`config.mk`:
```
export PLATFORM = sky130hd
export DESIGN_NAME = multi_cycle_deep_sleep_sequencer_top
export DESIGN_NICKNAME = d
export VERILOG_FILES = /design/src/rtl/mcds_pkg.sv /design/src/rtl/multi_cycle_deep_sleep_sequencer_top.sv
export VERILOG_INCLUDE_DIRS = /design/src /design/src/rtl
export SDC_FILE = /design/constraint.sdc
export NUM_CORES = 1
export LEC_CHECK = 0
export ABC_AREA = 0
export BUFFER_PORTS_ARGS = -buffer_cell sky130_fd_sc_hd__buf_2
export CORE_UTILIZATION = 40
export DETAILED_ROUTE_END_ITERATION = 7
export GPL_TIMING_DRIVEN = 0
export PLACE_DENSITY = 0.72
export REMOVE_ABC_BUFFERS = 1
export SYNTH_ARGS = -nofsm -noshare
export SYNTH_HDL_FRONTEND = slang
export SYNTH_SLANG_ARGS = --single-unit
export TNS_END_PERCENT = 1
```
`constraint.sdc`:
```
create_clock -name clock -period 7.4 [get_ports clock]
set_input_delay 1.48 -clock clock [delete_from_list [all_inputs] [get_ports clock]]
set_output_delay 1.48 -clock clock [all_outputs]
set_load 0.005 [all_outputs]
```
`src/rtl/multi_cycle_deep_sleep_sequencer_top_macros.svh`:
```
// Assertion macros shared by the sequencer RTL.
`ifndef MULTI_CYCLE_DEEP_SLEEP_SEQUENCER_TOP_MACROS_SVH
`define MULTI_CYCLE_DEEP_SLEEP_SEQUENCER_TOP_MACROS_SVH

// Property checked at every clock edge outside reset.
`define MCDS_ASSERT(lbl, prop, msg) \
   lbl: assert property (@(posedge clock) disable iff (reset) (prop)) else $error(msg);

// Same-cycle implication checked outside reset.
`define MCDS_ASSERT_IMPL(lbl, ante, cons, msg) \
   lbl: assert property (@(posedge clock) disable iff (reset) (ante) |-> (cons)) \
      else $error(msg);

`endif

```
`src/rtl/mcds_pkg.sv`:
```
// Types, constants and lookup functions for the deep sleep sequencer.
package mcds_pkg;

   localparam int unsigned MS_PER_MINUTE = 60000;
   localparam int unsigned HOLD_MINUTES  = 5;

   localparam int unsigned AWAKE_W  = 20;
   localparam int unsigned COUNT_W  = 5;
   localparam int unsigned US_W     = 32;
   localparam int unsigned CSR_AW   = 4;
   localparam int unsigned CSR_DW   = 32;

   localparam logic [AWAKE_W-1:0] AWAKE_MAX = '1;
   localparam logic [AWAKE_W-1:0] HOLD_MS   = AWAKE_W'(HOLD_MINUTES * MS_PER_MINUTE);

   localparam logic [US_W-1:0] US_5MIN  = 32'd300000000;
   localparam logic [US_W-1:0] US_30MIN = 32'd1800000000;
   localparam logic [US_W-1:0] US_1H    = 32'd3600000000;

   typedef enum logic [1:0] {
      MODE_WAKE      = 2'd0,
      MODE_TICK      = 2'd1,
      MODE_SLEEP_REQ = 2'd2,
      MODE_HOLD      = 2'd3
   } mode_type;

   typedef enum logic [1:0] {
      WAKE_MANUAL = 2'd0,
      WAKE_AUTO   = 2'd1,
      WAKE_SCHED  = 2'd2
   } wake_kind_type;

   localparam logic [1:0] CAUSE_MANUAL = 2'd0;

   localparam logic KIND_AUTO  = 1'b0;
   localparam logic KIND_SCHED = 1'b1;

   // Sleep length codes
   localparam logic [3:0] LEN_5MIN  = 4'd0;
   localparam logic [3:0] LEN_30MIN = 4'd1;
   localparam logic [3:0] LEN_1H    = 4'd2;
   localparam logic [3:0] LEN_3H    = 4'd3;
   localparam logic [3:0] LEN_6H    = 4'd4;
   localparam logic [3:0] LEN_8H    = 4'd5;
   localparam logic [3:0] LEN_12H   = 4'd6;
   localparam logic [3:0] LEN_16H   = 4'd7;
   localparam logic [3:0] LEN_20H   = 4'd8;
   localparam logic [3:0] LEN_24H   = 4'd9;

   // Awake time codes
   localparam logic [2:0] ON_ZERO     = 3'd0;
   localparam logic [2:0] ON_1MIN     = 3'd1;
   localparam logic [2:0] ON_2MIN     = 3'd2;
   localparam logic [2:0] ON_5MIN     = 3'd3;
   localparam logic [2:0] ON_15MIN    = 3'd4;
   localparam logic [2:0] ON_INFINITE = 3'd5;

   // Register indexes
   localparam logic [1:0] REG_ENABLE   = 2'd0;
   localparam logic [1:0] REG_ON_CODE  = 2'd1;
   localparam logic [1:0] REG_OFF_CODE = 2'd2;

   localparam logic [2:0] ON_CODE_RESET  = ON_INFINITE;
   localparam logic [3:0] OFF_CODE_RESET = LEN_8H;

   // Number of extra one-hour sleeps in a chain
   function automatic logic [COUNT_W-1:0] chain_target(input logic [3:0] len);
      logic [COUNT_W-1:0] t;
      case (len)
         LEN_3H:  t = COUNT_W'(2);
         LEN_6H:  t = COUNT_W'(5);
         LEN_8H:  t = COUNT_W'(7);
         LEN_12H: t = COUNT_W'(11);
         LEN_16H: t = COUNT_W'(15);
         LEN_20H: t = COUNT_W'(19);
         LEN_24H: t = COUNT_W'(23);
         default: t = '0;
      endcase
      return t;
   endfunction

   function automatic logic [AWAKE_W-1:0] on_threshold(input logic [2:0] code);
      logic [AWAKE_W-1:0] t;
      case (code)
         ON_1MIN:  t = AWAKE_W'(1 * MS_PER_MINUTE);
         ON_2MIN:  t = AWAKE_W'(2 * MS_PER_MINUTE);
         ON_5MIN:  t = AWAKE_W'(5 * MS_PER_MINUTE);
         ON_15MIN: t = AWAKE_W'(15 * MS_PER_MINUTE);
         default:  t = '0;
      endcase
      return t;
   endfunction

endpackage

```
`src/rtl/multi_cycle_deep_sleep_sequencer_top.sv`:
```
// Deep sleep sequencer: splits long sleeps into chained one-hour sleeps.
//
//   channel  direction  handshake           payload
//   req      in         req_valid/stall     mode, wake_cause, sleep_length
//   rsp      out        rsp_valid/stall     sleep_now, sleep_us, radio_on_wake,
//                                            event_kind, wake_kind
//   csr      in/out     APB psel/penable    paddr, pwdata, prdata
//
// One item per cycle sustained while the result is not stalled; a request passes
// through the input register and then the result register on its way to the result.
// State update and result decision are one compare-and-update pass per item.
// Reset is synchronous; the block takes items in the first cycle after reset.
// A stalled result holds; the input register keeps taking items as long as
// the result register drains.
`include "multi_cycle_deep_sleep_sequencer_top_macros.svh"

module multi_cycle_deep_sleep_sequencer_top
   import mcds_pkg::*;
(
   input  logic                clock,
   input  logic                reset,

   input  logic                req_valid,
   output logic                req_stall,
   input  logic [1:0]          req_mode,
   input  logic [1:0]          req_wake_cause,
   input  logic [3:0]          req_sleep_length,

   output logic                rsp_valid,
   input  logic                rsp_stall,
   output logic                rsp_sleep_now,
   output logic [US_W-1:0]     rsp_sleep_us,
   output logic                rsp_radio_on_wake,
   output logic                rsp_event_kind,
   output logic [1:0]          rsp_wake_kind,

   input  logic                csr_psel,
   input  logic                csr_penable,
   input  logic                csr_pwrite,
   input  logic [CSR_AW-1:0]   csr_paddr,
   input  logic [CSR_DW-1:0]   csr_pwdata,
   output logic [CSR_DW-1:0]   csr_prdata,
   output logic                csr_pready
);

   // Configuration
   logic                cfg_enable_ff;
   logic [2:0]          cfg_on_code_ff;
   logic [3:0]          cfg_off_code_ff;
   logic                csr_write;
   logic [1:0]          csr_index;

   // Input register
   logic                in_valid_ff;
   mode_type            in_mode_ff;
   logic [1:0]          in_cause_ff;
   logic [3:0]          in_len_ff;

   // Result register
   logic                rsp_valid_ff;
   logic                rsp_sleep_now_ff;
   logic [US_W-1:0]     rsp_sleep_us_ff;
   logic                rsp_radio_ff;
   logic                rsp_kind_ff;
   wake_kind_type       rsp_wake_kind_ff;

   // Sequencer state
   logic [COUNT_W-1:0]  sleep_cnt_ff,   sleep_cnt_in;
   logic [COUNT_W-1:0]  target_ff,      target_in;
   logic                chain_ff,       chain_in;
   logic [US_W-1:0]     stored_us_ff,   stored_us_in;
   logic                radio_ff,       radio_in;
   logic                kind_ff,        kind_in;
   wake_kind_type       wake_kind_ff,   wake_kind_in;
   logic [AWAKE_W-1:0]  awake_ff,       awake_in;
   logic                hold_ff,        hold_in;
   logic                issued_ff,      issued_in;

   logic                out_free;
   logic                advance;
   logic [COUNT_W-1:0]  cnt_wrap;
   logic [AWAKE_W-1:0]  awake_tick;
   logic [AWAKE_W-1:0]  awake_cur;
   logic                hold_over;
   logic                expired;
   logic                do_plan;
   logic [3:0]          plan_len;
   logic                plan_kind;
   logic                slp;

   // ---------------------------------------------------------------- csr
   assign csr_pready = 1'b1;
   assign csr_write  = csr_psel & csr_penable & csr_pwrite & csr_pready;
   assign csr_index  = csr_paddr[3:2];

   always_ff @(posedge clock) begin
      if (reset) begin
         cfg_enable_ff   <= 1'b0;
         cfg_on_code_ff  <= ON_CODE_RESET;
         cfg_off_code_ff <= OFF_CODE_RESET;
      end else if (csr_write) begin
         case (csr_index)
            REG_ENABLE:   cfg_enable_ff   <= csr_pwdata[0];
            REG_ON_CODE:  cfg_on_code_ff  <= csr_pwdata[2:0];
            REG_OFF_CODE: cfg_off_code_ff <= csr_pwdata[3:0];
            default: ;
         endcase
      end
   end

   always_comb begin
      case (csr_index)
         REG_ENABLE:   csr_prdata = CSR_DW'(cfg_enable_ff);
         REG_ON_CODE:  csr_prdata = CSR_DW'(cfg_on_code_ff);
         REG_OFF_CODE: csr_prdata = CSR_DW'(cfg_off_code_ff);
         default:      csr_prdata = '0;
      endcase
   end

   // ---------------------------------------------------------- handshake
   assign out_free  = !rsp_valid_ff || !rsp_stall;
   assign advance   = in_valid_ff && out_free;
   assign req_stall = in_valid_ff && !out_free;

   always_ff @(posedge clock) begin
      if (reset) begin
         in_valid_ff <= 1'b0;
      end else if (!req_stall) begin
         in_valid_ff <= req_valid;
      end
   end

   always_ff @(posedge clock) begin
      if (req_valid && !req_stall) begin
         in_mode_ff  <= mode_type'(req_mode);
         in_cause_ff <= req_wake_cause;
         in_len_ff   <= req_sleep_length;
      end
   end

   // -------------------------------------------------------- next state
   assign cnt_wrap   = sleep_cnt_ff + COUNT_W'(1);
   assign awake_tick = (awake_ff != AWAKE_MAX) ? awake_ff + AWAKE_W'(1) : awake_ff;
   assign awake_cur  = (in_mode_ff == MODE_TICK) ? awake_tick : awake_ff;
   assign hold_over  = awake_cur >= HOLD_MS;

   always_comb begin
      if (cfg_on_code_ff == ON_INFINITE) begin
         expired = 1'b0;
      end else if (cfg_on_code_ff inside {[ON_1MIN:ON_15MIN]}) begin
         expired = awake_cur >= on_threshold(cfg_on_code_ff);
      end else begin
         expired = 1'b1;
      end
      // an active hold blocks sleep until it runs out
      if (hold_ff && !hold_over) begin
         expired = 1'b0;
      end
   end

   always_comb begin
      sleep_cnt_in = sleep_cnt_ff;
      target_in    = target_ff;
      chain_in     = chain_ff;
      stored_us_in = stored_us_ff;
      radio_in     = radio_ff;
      kind_in      = kind_ff;
      wake_kind_in = wake_kind_ff;
      awake_in     = awake_ff;
      hold_in      = hold_ff;
      issued_in    = issued_ff;
      slp          = 1'b0;
      do_plan      = 1'b0;
      plan_len     = in_len_ff;
      plan_kind    = KIND_AUTO;

      case (in_mode_ff)
         MODE_WAKE: begin
            awake_in     = '0;
            issued_in    = 1'b0;
            hold_in      = (in_cause_ff == CAUSE_MANUAL);
            wake_kind_in = (in_cause_ff == CAUSE_MANUAL) ? WAKE_MANUAL : WAKE_AUTO;
            if (chain_ff) begin
               // advance the chain; past the target it ends
               if (cnt_wrap > target_ff) begin
                  chain_in     = 1'b0;
                  sleep_cnt_in = '0;
               end else begin
                  sleep_cnt_in = cnt_wrap;
               end
               if (sleep_cnt_in == '0) begin
                  target_in = '0;
                  if (wake_kind_in == WAKE_AUTO) begin
                     wake_kind_in = WAKE_SCHED;
                  end
               end else begin
                  radio_in  = (sleep_cnt_in == target_ff);
                  issued_in = 1'b1;
                  slp       = 1'b1;
               end
            end
         end
         MODE_TICK: begin
            awake_in = awake_tick;
            if (cfg_enable_ff && !issued_ff && expired) begin
               do_plan   = 1'b1;
               plan_len  = cfg_off_code_ff;
               plan_kind = KIND_AUTO;
            end
         end
         MODE_SLEEP_REQ: begin
            if (cfg_enable_ff && !issued_ff) begin
               if (!hold_ff || hold_over) begin
                  do_plan   = 1'b1;
                  plan_len  = in_len_ff;
                  plan_kind = KIND_SCHED;
               end else if (expired) begin
                  do_plan   = 1'b1;
                  plan_len  = cfg_off_code_ff;
                  plan_kind = KIND_AUTO;
               end
            end
         end
         MODE_HOLD: begin
            hold_in  = 1'b1;
            awake_in = '0;
         end
         default: ;
      endcase

      if (do_plan) begin
         slp          = 1'b1;
         issued_in    = 1'b1;
         sleep_cnt_in = '0;
         target_in    = chain_target(plan_len);
         stored_us_in = US_1H;
         kind_in      = plan_kind;
         radio_in     = 1'b0;
         chain_in     = 1'b1;
         case (plan_len)
            LEN_5MIN: begin
               stored_us_in = US_5MIN;
               radio_in     = 1'b1;
            end
            LEN_30MIN: begin
               stored_us_in = US_30MIN;
               radio_in     = 1'b1;
            end
            LEN_1H: begin
               radio_in = 1'b1;
            end
            default: ;
         endcase
      end
   end

   always_ff @(posedge clock) begin
      if (reset) begin
         sleep_cnt_ff <= '0;
         target_ff    <= '0;
         chain_ff     <= 1'b0;
         stored_us_ff <= '0;
         radio_ff     <= 1'b1;
         kind_ff      <= KIND_AUTO;
         wake_kind_ff <= WAKE_AUTO;
         awake_ff     <= '0;
         hold_ff      <= 1'b0;
         issued_ff    <= 1'b0;
      end else if (advance) begin
         sleep_cnt_ff <= sleep_cnt_in;
         target_ff    <= target_in;
         chain_ff     <= chain_in;
         stored_us_ff <= stored_us_in;
         radio_ff     <= radio_in;
         kind_ff      <= kind_in;
         wake_kind_ff <= wake_kind_in;
         awake_ff     <= awake_in;
         hold_ff      <= hold_in;
         issued_ff    <= issued_in;
      end
   end

   // ---------------------------------------------------------- result
   always_ff @(posedge clock) begin
      if (reset) begin
         rsp_valid_ff <= 1'b0;
      end else if (out_free) begin
         rsp_valid_ff <= in_valid_ff;
      end
   end

   always_ff @(posedge clock) begin
      if (advance) begin
         rsp_sleep_now_ff <= slp;
         rsp_sleep_us_ff  <= slp ? stored_us_in : '0;
         rsp_radio_ff     <= radio_in;
         rsp_kind_ff      <= kind_in;
         rsp_wake_kind_ff <= wake_kind_in;
      end
   end

   assign rsp_valid         = rsp_valid_ff;
   assign rsp_sleep_now     = rsp_sleep_now_ff;
   assign rsp_sleep_us      = rsp_sleep_us_ff;
   assign rsp_radio_on_wake = rsp_radio_ff;
   assign rsp_event_kind    = rsp_kind_ff;
   assign rsp_wake_kind     = rsp_wake_kind_ff;

   // ------------------------------------------------------- assertions
   `MCDS_ASSERT_IMPL(a_sleep_has_length, rsp_valid_ff && rsp_sleep_now_ff, rsp_sleep_us_ff != '0, "sleep result without a length")
   `MCDS_ASSERT_IMPL(a_awake_no_length, rsp_valid_ff && !rsp_sleep_now_ff, rsp_sleep_us_ff == '0, "length given without sleep")
   `MCDS_ASSERT_IMPL(a_chain_in_range, chain_ff, sleep_cnt_ff <= target_ff, "chain counter past its target")
   `MCDS_ASSERT_IMPL(a_issued_clears_on_wake, $fell(issued_ff) && !$past(reset), $past(advance && in_mode_ff == MODE_WAKE), "sleep lockout dropped without a wake")

endmodule

```
### Word level (Yosys, flattened, before mapping)

Cells that the tools add are included.

* memories kept: 0
* latch bits: 0
* bits of input ports: 51
* bits in writable memories: 0
* word-level logic and storage cells: 148
* bits in registers: 124
* ROM bits: 0

* magnitude comparators: 5
* divide/modulo/power cells: 0
* bitwise logic cells: 2
* add/subtract/negate cells: 2
* multiply operators: 0
* equality and inequality tests: 22
* shift operators: 0
* reductions and logical operators: 36
* multiplexer cells: 58

Operators by type and width (number)
* $mux 20: 4
* $pmux 20 s4: 1
* $pmux 32 s2: 1
* $mux 5: 10
* $pmux 20 s2: 1
* $pmux 5 s7: 1
* $mux 32: 1
* $mux 1: 27
* $add 20x1->20 const B: 1
* $ge 20x19->1 const B: 1
* $ge 20x20->1: 1
* $ne 20x20->1 const B: 1
* $eq 4x3->1 const B: 4
* $mux 4: 4
* $pmux 4 s3: 1
* $reduce_and 2->1: 6
* $reduce_bool 2->1: 5
* $eq 4x2->1 const B: 2
* $eq 4x4->1 const B: 2
* $mux 2: 4
* $pmux 4 s2: 1
* $logic_and 1x1->1: 7
* $logic_not 1->1: 7
* $eq 2x2->1 const B: 3
* other kinds (21): 29

### Logic depth before layout (Yosys ltp)

Gate-level depths: netlist of the first run.

* depth after elaboration: 16
* depth in mapped cells: 22
* gate-level depth less buffers: 19

### Least setup slack after synthesis of the first run

Ideal clock, no wire load.

* path type: register to register
* start: register awake_ff[0]
* end: register rsp_sleep_us_ff[10], in the netlist rsp_sleep_us[10] (data pin)
* arrival time: 4201 ps
* clock period less this slack: 4473 ps
* stages on the path, launching flop included: 17
* path slack: 2927 ps
* library setup time: 272 ps
* path through: dfxtp_1 > ha_1 > nand2_1 > or4_1 > buf_2 > nor3_1 > mux2_2 > ha_1 > a21o_1 > a211o_1 > a311oi_2 > a31oi_2 > and2_1 > buf_6 > a22o_1 > nor3_2 > nor3_1

* word-level cells in the longest chain between the ends: 14
* elaborated cells between the ends (all ways): 28
* classes of those cells: add/sub (1); order compare (2); eq/ne (2); mux (18); reduce/logical (5)

RTL lines
* from (decl): RTL line multi_cycle_deep_sleep_sequencer_top.sv:75 `logic [AWAKE_W-1:0] awake_ff, awake_in;`
* from (signal assigned): RTL line multi_cycle_deep_sleep_sequencer_top.sv:277 `awake_ff <= awake_in;`
* $add 20x1->20 / $ne 20x20->1 (equally long branches): RTL line multi_cycle_deep_sleep_sequencer_top.sv:143 `assign awake_tick = (awake_ff != AWAKE_MAX) ? awake_ff + AWAKE_W'(1) : awake_ff;`
* $mux 20: RTL line multi_cycle_deep_sleep_sequencer_top.sv:143
* $mux 20 *: RTL line multi_cycle_deep_sleep_sequencer_top.sv:144 `assign awake_cur = (in_mode_ff == MODE_TICK) ? awake_tick : awake_ff;`
* $ge 20x20->1 / $ge 20x19->1 (equally long branches): RTL line multi_cycle_deep_sleep_sequencer_top.sv:151, multi_cycle_deep_sleep_sequencer_top.sv:145
* $mux 1 / $logic_not 1->1 (equally long branches): RTL line multi_cycle_deep_sleep_sequencer_top.sv:150, multi_cycle_deep_sleep_sequencer_top.sv:156
* $mux 1 / $logic_and 1x1->1 (equally long branches): RTL line multi_cycle_deep_sleep_sequencer_top.sv:148, multi_cycle_deep_sleep_sequencer_top.sv:156
* $mux 1: RTL line multi_cycle_deep_sleep_sequencer_top.sv:156 `if (hold_ff && !hold_over) begin`
* $mux 4: RTL line multi_cycle_deep_sleep_sequencer_top.sv:217 `end else if (expired) begin`
* $mux 4: RTL line multi_cycle_deep_sleep_sequencer_top.sv:213 `if (!hold_ff || hold_over) begin`
* $mux 4: RTL line multi_cycle_deep_sleep_sequencer_top.sv:212 `if (cfg_enable_ff && !issued_ff) begin`
* $pmux 4 s2: RTL line multi_cycle_deep_sleep_sequencer_top.sv:177 `case (in_mode_ff)`
* $eq 4x1->1 / $logic_not 4->1 (equally long branches): RTL line multi_cycle_deep_sleep_sequencer_top.sv:240 `case (plan_len)`
* $pmux 32 s2: RTL line multi_cycle_deep_sleep_sequencer_top.sv:240
* $mux 32: RTL line multi_cycle_deep_sleep_sequencer_top.sv:231 `if (do_plan) begin`
* to (signal assigned): RTL line multi_cycle_deep_sleep_sequencer_top.sv:295 `rsp_sleep_us_ff <= slp ? stored_us_in : '0;`
* to (decl): RTL line multi_cycle_deep_sleep_sequencer_top.sv:62 `logic [US_W-1:0] rsp_sleep_us_ff;`

Mark *: on every way between the ends. The rest lies on a longest branch, timed or not.
A chain may end at the register's enable or synchronous reset.

### Final worst setup path of the first run

* start: register in_mode_ff[1]
* end: register stored_us_ff[23]

* word-level cells in the longest chain between the ends: 13
* elaborated cells between the ends (all ways): 26
* classes of those cells: order compare (2); eq/ne (3); mux (16); reduce/logical (5)

RTL lines
* from (decl): RTL line multi_cycle_deep_sleep_sequencer_top.sv:55 `mode_type in_mode_ff;`
* from (signal assigned): RTL line multi_cycle_deep_sleep_sequencer_top.sv:135 `in_mode_ff <= mode_type'(req_mode);`
* $eq 2x1->1: RTL line multi_cycle_deep_sleep_sequencer_top.sv:144, multi_cycle_deep_sleep_sequencer_top.sv:177
* $mux 20: RTL line multi_cycle_deep_sleep_sequencer_top.sv:144
* $ge 20x20->1 / $ge 20x19->1 (equally long branches): RTL line multi_cycle_deep_sleep_sequencer_top.sv:151, multi_cycle_deep_sleep_sequencer_top.sv:145
* $mux 1 / $logic_not 1->1 (equally long branches): RTL line multi_cycle_deep_sleep_sequencer_top.sv:150, multi_cycle_deep_sleep_sequencer_top.sv:156
* $mux 1 / $logic_and 1x1->1 (equally long branches): RTL line multi_cycle_deep_sleep_sequencer_top.sv:148, multi_cycle_deep_sleep_sequencer_top.sv:156
* $mux 1: RTL line multi_cycle_deep_sleep_sequencer_top.sv:156
* $mux 4: RTL line multi_cycle_deep_sleep_sequencer_top.sv:217
* $mux 4: RTL line multi_cycle_deep_sleep_sequencer_top.sv:213
* $mux 4: RTL line multi_cycle_deep_sleep_sequencer_top.sv:212
* $pmux 4 s2: RTL line multi_cycle_deep_sleep_sequencer_top.sv:177
* $eq 4x1->1 / $logic_not 4->1 (equally long branches): RTL line multi_cycle_deep_sleep_sequencer_top.sv:240
* $pmux 32 s2: RTL line multi_cycle_deep_sleep_sequencer_top.sv:240
* $mux 32 *: RTL line multi_cycle_deep_sleep_sequencer_top.sv:231
* to (signal assigned): RTL line multi_cycle_deep_sleep_sequencer_top.sv:273 `stored_us_ff <= stored_us_in;`
* to (decl): RTL line multi_cycle_deep_sleep_sequencer_top.sv:71 `logic [US_W-1:0] stored_us_ff, stored_us_in;`

Marks and branches as above.

==> results.txt, run 1 <==
- Outcome: complete, but fails checks
- Violated checks: design-rule violations
* Setup TNS: 0 ps
- Entering global routing, the biggest net connects 68 pins.
- Setup repair after global routing left no endpoint under its margin.
* Mean post-synth cell area: 8.94 sq um
- After filler insertion, the fill cell instance count of the layout stands at 1,620.
- Port-buffer cells: 63
- The most used flip-flop cell after synthesis is dfxtp_1.
* Met3 demand-to-capacity share in global routing: 3.70%
- Worst-Skew Late Latency: 420 ps
* First-pass detailed-route iteration total: 7
* Worst setup skew after layout: 8.83 ps
- Half-perimeter wire length of the detailed placement result: 11,000 microns
- Share of the synthesized area in compound gates (AO/OA/AOI/OAI): 17.5%
- After clock tree synthesis, the repair step resized 0 gates.
- The die is 134 microns wide.
* Average via count per standard cell: 5.48
- Share of cells above drive strength 1: 16.6%
- Critical path's slowest cell: ha_1
- After Yosys synthesis, XOR and XNOR cells account for 2.50% of the synthesized area.
- Global routing consumed, on the met1 layer, 23.9% of the routing resources.
- Antenna violations before repair: 0
- Across every metal layer, demand over resource in global routing totals 18.2%.
- Top-level I/O count: 123
- Fmax: 167 MHz
- Worst Path Arrival: 6230 ps
- The mapped netlist covers 7020 sq um.
* Post-layout power: 0.00163 W
- For this run, the number of standard cells in the final layout without fillers is 1,061.
- Cell Chain, Critical Path: inv_1, ha_1, inv_2, or4_1, nor4b_2, nor2_1, ha_1, nand3_1, nor2_1, and3_1, o2111ai_1, a31oi_2, o221a_2, nand2_1, nor4_1, nor3_1
* Standard cell core area: 17,200 sq um
- Number of enable flip-flop cells after synthesis: 45
* Number of buffers created by CTS: 17
- For the finished layout, the period the worst path requires is 5980 ps.
* Die span in y: 134 microns
* Max stage delay on crit path: 650 ps
* Cell Int Power: 0.00122 W
- Net switching fraction of the power: 25.0%
* Comb power frac: 6.2%
* Global-route track usage on met2: 28.9%
- Grt peak-use layer: met2
- The final layout contains routed wiring with a total length of 16,000 microns.
- Measured slew at the worst slew-check pin: 1380 ps
- The initial utilization of the core area, before any placement, comes to 40.7%.
- Together, buffers and inverters on the worst path number 2.
* FF+latch count, synth: 124
- After global routing the overflow that remains totals 0.
- The hold violation total from the final report was 0.
* Number of instances in the placed design: 1,029
- Wire length of the first global-routing pass: 25,800 microns
- Reported net switching power: 0.000407 W
- After technology mapping, the gate count stands at 785.
- Antenna cells: 0
- Pins over their slew limit: 0
- The library cell used most frequently in the layout, excluding fill and tap cells, is nor2_1.
- Setup violations remaining at the end of the flow were counted as 0.
- Number of nets in the finished design: 900
- The cell sitting at the root of the clock tree is a clkbuf_16.
- Share of synthesized area occupied by flip-flops and latches: 41.8%
- Power share of the clock group: 49.4%
- Area share of fa/ha/maj cells after synthesis: 4.64%
* Number of hold buffers added after cts: 0
* Pwr dens: 206 nW/um^2
- Sequential Power Share: 44.4%
- The die covers 18,100 sq um.
- The H-tree was split into 4 levels.
* Sink count of the clock tree: 124
* Synthesis warning total: 0
- The synthesized netlist devotes 24.1% of its cell area to simple gates.
- Detailed router's first-iteration violation count: 474
* Maximum fanout encountered on the critical timing path: 21
- Post-detailed-route DRC marker count: 1
* Max-Slew Margin vs Limit: 8.18%
* Share of synthesized area spent on multiplexers: 2.05%
* Startpoint class of the critical path: register
- The worst hold path belongs to the class reg -> reg.
* Static Leakage: 3.01 nW
* Crit Path Class: reg -> reg
- Share of flip-flops with an asynchronous set or reset after synthesis: 0%
- Data required time at the worst endpoint: 7650 ps
- Total number of vias: 5,813
- Counting along the longest clock path gives a buffer depth of 2.
- Across the run, the number of max-cap violations was 0.
- The floorplan has 48 rows.
* Top library cells by usage in the layout, fill and taps aside: 91 x nor2_1, 79 x dfxtp_1, 67 x nand2_1
- TritonCTS clock tree: yes
- The worst-case IR drop observed on VDD is 0.000196 V.
- In this design, the largest share of critical-path delay is due to simple AND/OR/NAND/NOR gates.
* Critical path endpoint category: register
- The congestion estimate from routability-driven global placement came to 0.845.
- Number of unique standard cell types used by synthesis: 78
- The via count of the first global-routing pass was 5,252.
* Number of antenna-violating nets in the routed design: 0
- After synthesis, the largest family of logic cells by area is simple AND/OR/NAND/NOR gates.
- The number of setup buffers added after CTS is 0.
- Average wire per cell in the routed design: 15.1 microns
- Layout overhead on the synthesized area: 12.6%
* Final cycle utilization of the critical path: 80.8%
* Clock Pin Slew Worst Setup and Hold Paths: 60 ps
layout make-up:
| type | instances | area [sq um] | area share, % |
|---|---|---|---|
| clock buffers | 17 | 425 | 5.38 |
| clock inverters | 15 | 156 | 1.98 |
| inverters | 26 | 97.6 | 1.23 |
| multi-input cells | 590 | 3670 | 46.5 |
| flip-flops and latches | 124 | 2930 | 37.1 |
| well taps | 225 | 282 | 3.56 |
| repair buffers | 64 | 335 | 4.24 |
tightest hold or removal path, stage by stage (launching register included):
cell	delay (ps)
dfxtp_1	310
nand2_1	50
a21oi_1	50
synthesized netlist by cell type, drive strengths merged, types with 5 or more instances:
cell | number | share of area, %
or3 | 5 | 0.45
a31oi | 8 | 0.80
nor2 | 96 | 5.3
nand2 | 67 | 3.6
nor4 | 11 | 1.5
mux2i | 11 | 1.6
a22o | 5 | 0.75
o211ai | 7 | 0.75
inv | 26 | 1.4
or2 | 7 | 0.62
nand4 | 13 | 1.2
a22oi | 10 | 1.2
o2111ai | 5 | 0.62
nand2b | 6 | 0.54
a21oi | 47 | 3.4
xor2 | 12 | 1.5
dfxtp | 79 | 23
o21ai | 34 | 2.5
a21o | 9 | 0.96
nor2b | 10 | 0.89
ha | 26 | 4.6
xnor2 | 8 | 1.0
nand3 | 28 | 2.1
edfxtp | 45 | 19
clkbuf | 23 | 1.2
and3 | 13 | 1.2
o21a | 7 | 0.87
a211oi | 9 | 1.1
buf | 49 | 4.7
nor3 | 41 | 3.2
and2 | 19 | 1.7
path summary, 6_finish.rpt:
kind / startpoint / endpoint / slack, ps / depth (start not counted)
worst max-delay path: in_mode_ff[1]$_DFFE_PP_ / stored_us_ff[23]$_SDFFE_PP0P_ / 1420 / 16
worst min-delay path: kind_ff$_SDFFE_PP0P_ / kind_ff$_SDFFE_PP0P_ / 450 / 2
worst max register to register: in_mode_ff[1]$_DFFE_PP_ / stored_us_ff[23]$_SDFFE_PP0P_ / 1420 / 16
worst min register to register: kind_ff$_SDFFE_PP0P_ / kind_ff$_SDFFE_PP0P_ / 450 / 2
per-layer routing:
metal	vias up	wire (microns)	part of all wire, %
li1	2857	-	-
met1	2724	7560	47
met2	206	7240	45
met3	26	843	5.3
met4	0	350	2.2
met5	-	0	0
power groups by stage:
stage | combinational (W) | clock [W] | sequential (W)
2_1_floorplan | 0.0000582 | 0 | 0.000739
3_3_place_gp | 0.0000971 | 0 | 0.000739
3_5_place_dp | 0.000100 | 0 | 0.000739
4_1_cts | 0.000101 | 0.000820 | 0.000724
5_1_grt | 0.000111 | 0.000849 | 0.000725
6_report | 0.000102 | 0.000805 | 0.000724
cells by family (layout without fill, tap and decap cells):
kind of cell | after synthesis | count (layout)
AND/OR/NAND/NOR | 328 | 328
AO/OA/AOI/OAI | 173 | 173
flip-flops | 124 | 124
buffers and inverters | 98 | 122
adder cells (fa/ha/maj) | 26 | 26
XOR/XNOR | 20 | 20
multiplexers | 14 | 14
other | 2 | 29
stage by stage:
stage	util [%]	worst slack (ps)	instance area, sq um	hold WS [ps]
3_5_place_dp	42.5	1540	7320	448
6_report	45.8	1420	7900	453
4_1_cts	45.8	1500	7900	455
3_3_place_gp	42.3	1250	7300	441
5_1_grt	45.8	1040	7900	484
2_1_floorplan	-	2580	6700	426
registers in the layout (all words and copies together), names as in the netlist, 2 cells and up:
register,flops
target_ff,5
wake_kind_ff,2
stored_us_ff,32
cfg_off_code_ff,4
rsp_wake_kind,2
sleep_cnt_ff,5
awake_ff,20
rsp_sleep_us,32
in_mode_ff,2
in_cause_ff,2
cfg_on_code_ff,3
in_len_ff,4
Power figures use the tool's default switching activity.
==> inputs of run 2 (changes only) <==
PLACE_DENSITY = 0.75   (was 0.72)
clock period = 5.37 ns   (was 7.4 ns; I/O delays follow)
==> run 2 against run 1 <==
The run now ends clean. Critical path depth shrank 1. Clock-buffer cell count is the same. Hold slack lost 1.2 ps. Sequential power is 38% higher. Largest cell class unchanged.
==> results.txt, run 2 (same netlist as run 1, synthesis figures left out) <==
- The iteration-0 DRC count of the detailed router came to 719 (+52%).
* Largest net degree at the start of global routing: 68 (unchanged)
- Comb power frac: 6.3% (about the same)
- The wire length per cell came to 15.2 microns (+0.75%).
- Number of failing hold endpoints at the final stage: 0 (unchanged)
- The initial antenna violation count is 0 (unchanged).
- The minimum period implied by the final worst setup slack came to 5140 ps (-838 ps).
- Outcome: completed
* Port-buffer cells: 63 (unchanged)
* Commonest non-fill, non-tap cell in the layout: nor2_1
- Data required time at the worst endpoint: 5530 ps (-2120 ps)
- The top-level I/O count was 123 (unchanged).
- The startpoint identified for the worst register-to-register timing path is awake_ff[0]$_SDFFE_PP0P_.
- The number of iterations in the first detailed-routing pass is 5 (-2).
- Standard cell core area: 17,200 sq um (unchanged)
- Die Wd: 134 microns (unchanged)
- The tree is rooted in a clkbuf_16.
- Global placer's final weighted congestion: 0.873 (+3.3%)
- The count of pins over their slew limit is 0 (unchanged).
- Net switching fraction of the power: 26.0% (+1.0 points)
- The worst hold path begins at kind_ff$_SDFFE_PP0P_.
* Post-layout power: 0.00230 W (+41%)
* Layout overhead on the synthesized area: 15.3%
- Number of nets in the finished design: 910 (+1.1%)
- Measured slew at the worst slew-check pin: 1320 ps (-54.0 ps)
- STA classifies the critical path startpoint as a register.
- The y dimension of the die came to 134 microns (unchanged).
* Worst setup skew after layout: 8.15 ps (-0.678 ps)
- Power share of the clock group: 50.2% (+0.8 points)
* Number of buffers created by CTS: 17 (unchanged)
* Max-Slew Margin vs Limit: 11.8% (+3.6 points)
- The maximum vdd ir drop is 0.000228 V (+16%).
- Overall Global Routing Usage: 18.3% (+0.063 points)
* Share of cells above drive strength 1: 18.6% (+1.9 points)
- The global-route wire length before repair came to 26,300 microns (+2.0%).
- Final standard cell utilization of the core: 46.9% (+1.1 points)
- The clock slew at the register clock pins of the worst setup and hold paths was 60 ps (about the same).
* Initial standard-cell utilization of the core: 40.7% (unchanged)
* Row cnt: 48 (unchanged)
- Half-perimeter wire length of the detailed placement result: 10,700 microns (-2.3%)
* Antenna cells: 0 (unchanged)
- The latest clock arrival within the worst-skew pair was 420 ps (about the same).
- Via count of the first global-routing pass: 5,233 (-0.36%)
* Crit Path Class: reg -> reg
- Routed Wire Length: 16,300 microns (+1.7%)
* Post-detailed-route DRC marker count: 0 (-1)
- The antenna violation net count after detailed routing is 0 (unchanged).
- Min-Delay Path Class: reg -> reg
- The mean number of vias per cell came to 5.50 (+0.43%).
- The leftover overflow at the end of global routing came to 0 (unchanged).
- Fmax: 194 MHz (+16%)
- The internal power consumption came to 0.00170 W (+39%).
* Max-Cap Viols: 0 (unchanged)
- The total number of H-tree levels was 4 (unchanged).
- The power density over the cells was 284 nW/um^2 (+38%).
- The number of buffers on the longest clock path was 2 (unchanged).
- STA classifies the critical path endpoint as a register.
* Total number of vias: 5,893 (+1.4%)
- In this run the worst setup path begins at awake_ff[0]$_SDFFE_PP0P_.
* Sink count of the clock tree: 124 (unchanged)
* Worst Path Arrival: 5300 ps (-930 ps)
- The share of the clock period used by the worst path was 95.8% (+15 points).
- Die area: 18,100 sq um (unchanged)
- The leakage power came to 3.12 nW (+3.6%).
- Top library cells by usage in the layout, fill and taps aside: 92 x nor2_1, 78 x dfxtp_1, 65 x nand2_1
* Reported net switching power: 0.000597 W (+47%)
- Final Setup Violations: 0 (unchanged)
- TritonCTS clock tree: yes
* Sequential Power Share: 43.4% (-1.0 points)
- Reg2reg setup slack: 230 ps (-1190 ps)
- Maximum fanout encountered on the critical timing path: 8 (-62%)
run 2: cell types whose count changed in the layout (fill, tap and decap cells not counted), sizes merged:
cell / change
buf: +9
clkinv: -4
inv: +4
nor2: +1
run 2: repair_timing:
action	in CTS	in global routing
cloned	0	1
resized for setup	6	11
pin swaps	0	5
hold buffers	0	0
setup buffers	0	8
endpoints found under the setup margin	54	70
run 2: path summary, 6_finish.rpt:
kind / cells past startpoint / to
min: 2 / kind_ff$_SDFFE_PP0P_
min reg2reg: 2 / kind_ff$_SDFFE_PP0P_
max reg2reg: 15 / rsp_sleep_us[10]$_SDFFCE_PN0P_
max: 15 / rsp_sleep_us[10]$_SDFFCE_PN0P_
run 2: layout make-up:
class                      count  area [sq um]
tap                          225           282
inverter                      26          97.6
clock buffer                  17           425
sequential                   124          2930
timing repair buffer          73           415
clock inverter                15           174
fill                        1588          9150
multi-input combinational    591          3760
run 2: critical path, cell delays in order (launching register included):
cell and delay (ps):
dfxtp_1 460, ha_1 290, nand2_1 160, or4_4 600, nor3_1 260, mux2_2 410
ha_1 360, nand3_1 140, nor2_1 110, and3_1 240, o2111ai_1 250, a311o_1 490
o21a_2 270, a22o_2 350, nor3_4 390, nor3_1 100
run 2: power groups by stage:
stage                      logic, W  registers [W]  clock network (W)
after floorplan           0.0000802        0.00102                  0
after global placement     0.000133        0.00102                  0
after detailed placement   0.000138        0.00102                  0
after CTS                  0.000139       0.000997            0.00117
after global routing       0.000161       0.000999            0.00121
final                      0.000145       0.000998            0.00115
run 2: per-stage QoR:
step | setup TNS (ps) | hold WS, ps | cells | worst slack [ps] | area (sq um)
floorplan | 0 | 426 | 740 | 548 | 6700
global placement | -14080 | 440 | 1028 | -759 | 7300
detailed placement | -8590 | 447 | 1030 | -472 | 7330
CTS | 0 | 454 | 1062 | 15.7 | 7950
global route | -83.2 | 488 | 1071 | -28.3 | 8090
finish | 0 | 452 | 1071 | 227 | 8090
run 2: metal layers:
layer	track usage (%)	vias up	share of wire (%)
met2	28.3	251	45
met4	7.18	0	1.9
li1	-	2887	-
met1	25.1	2733	47
met3	3.29	22	6.4
met5	0	-	0
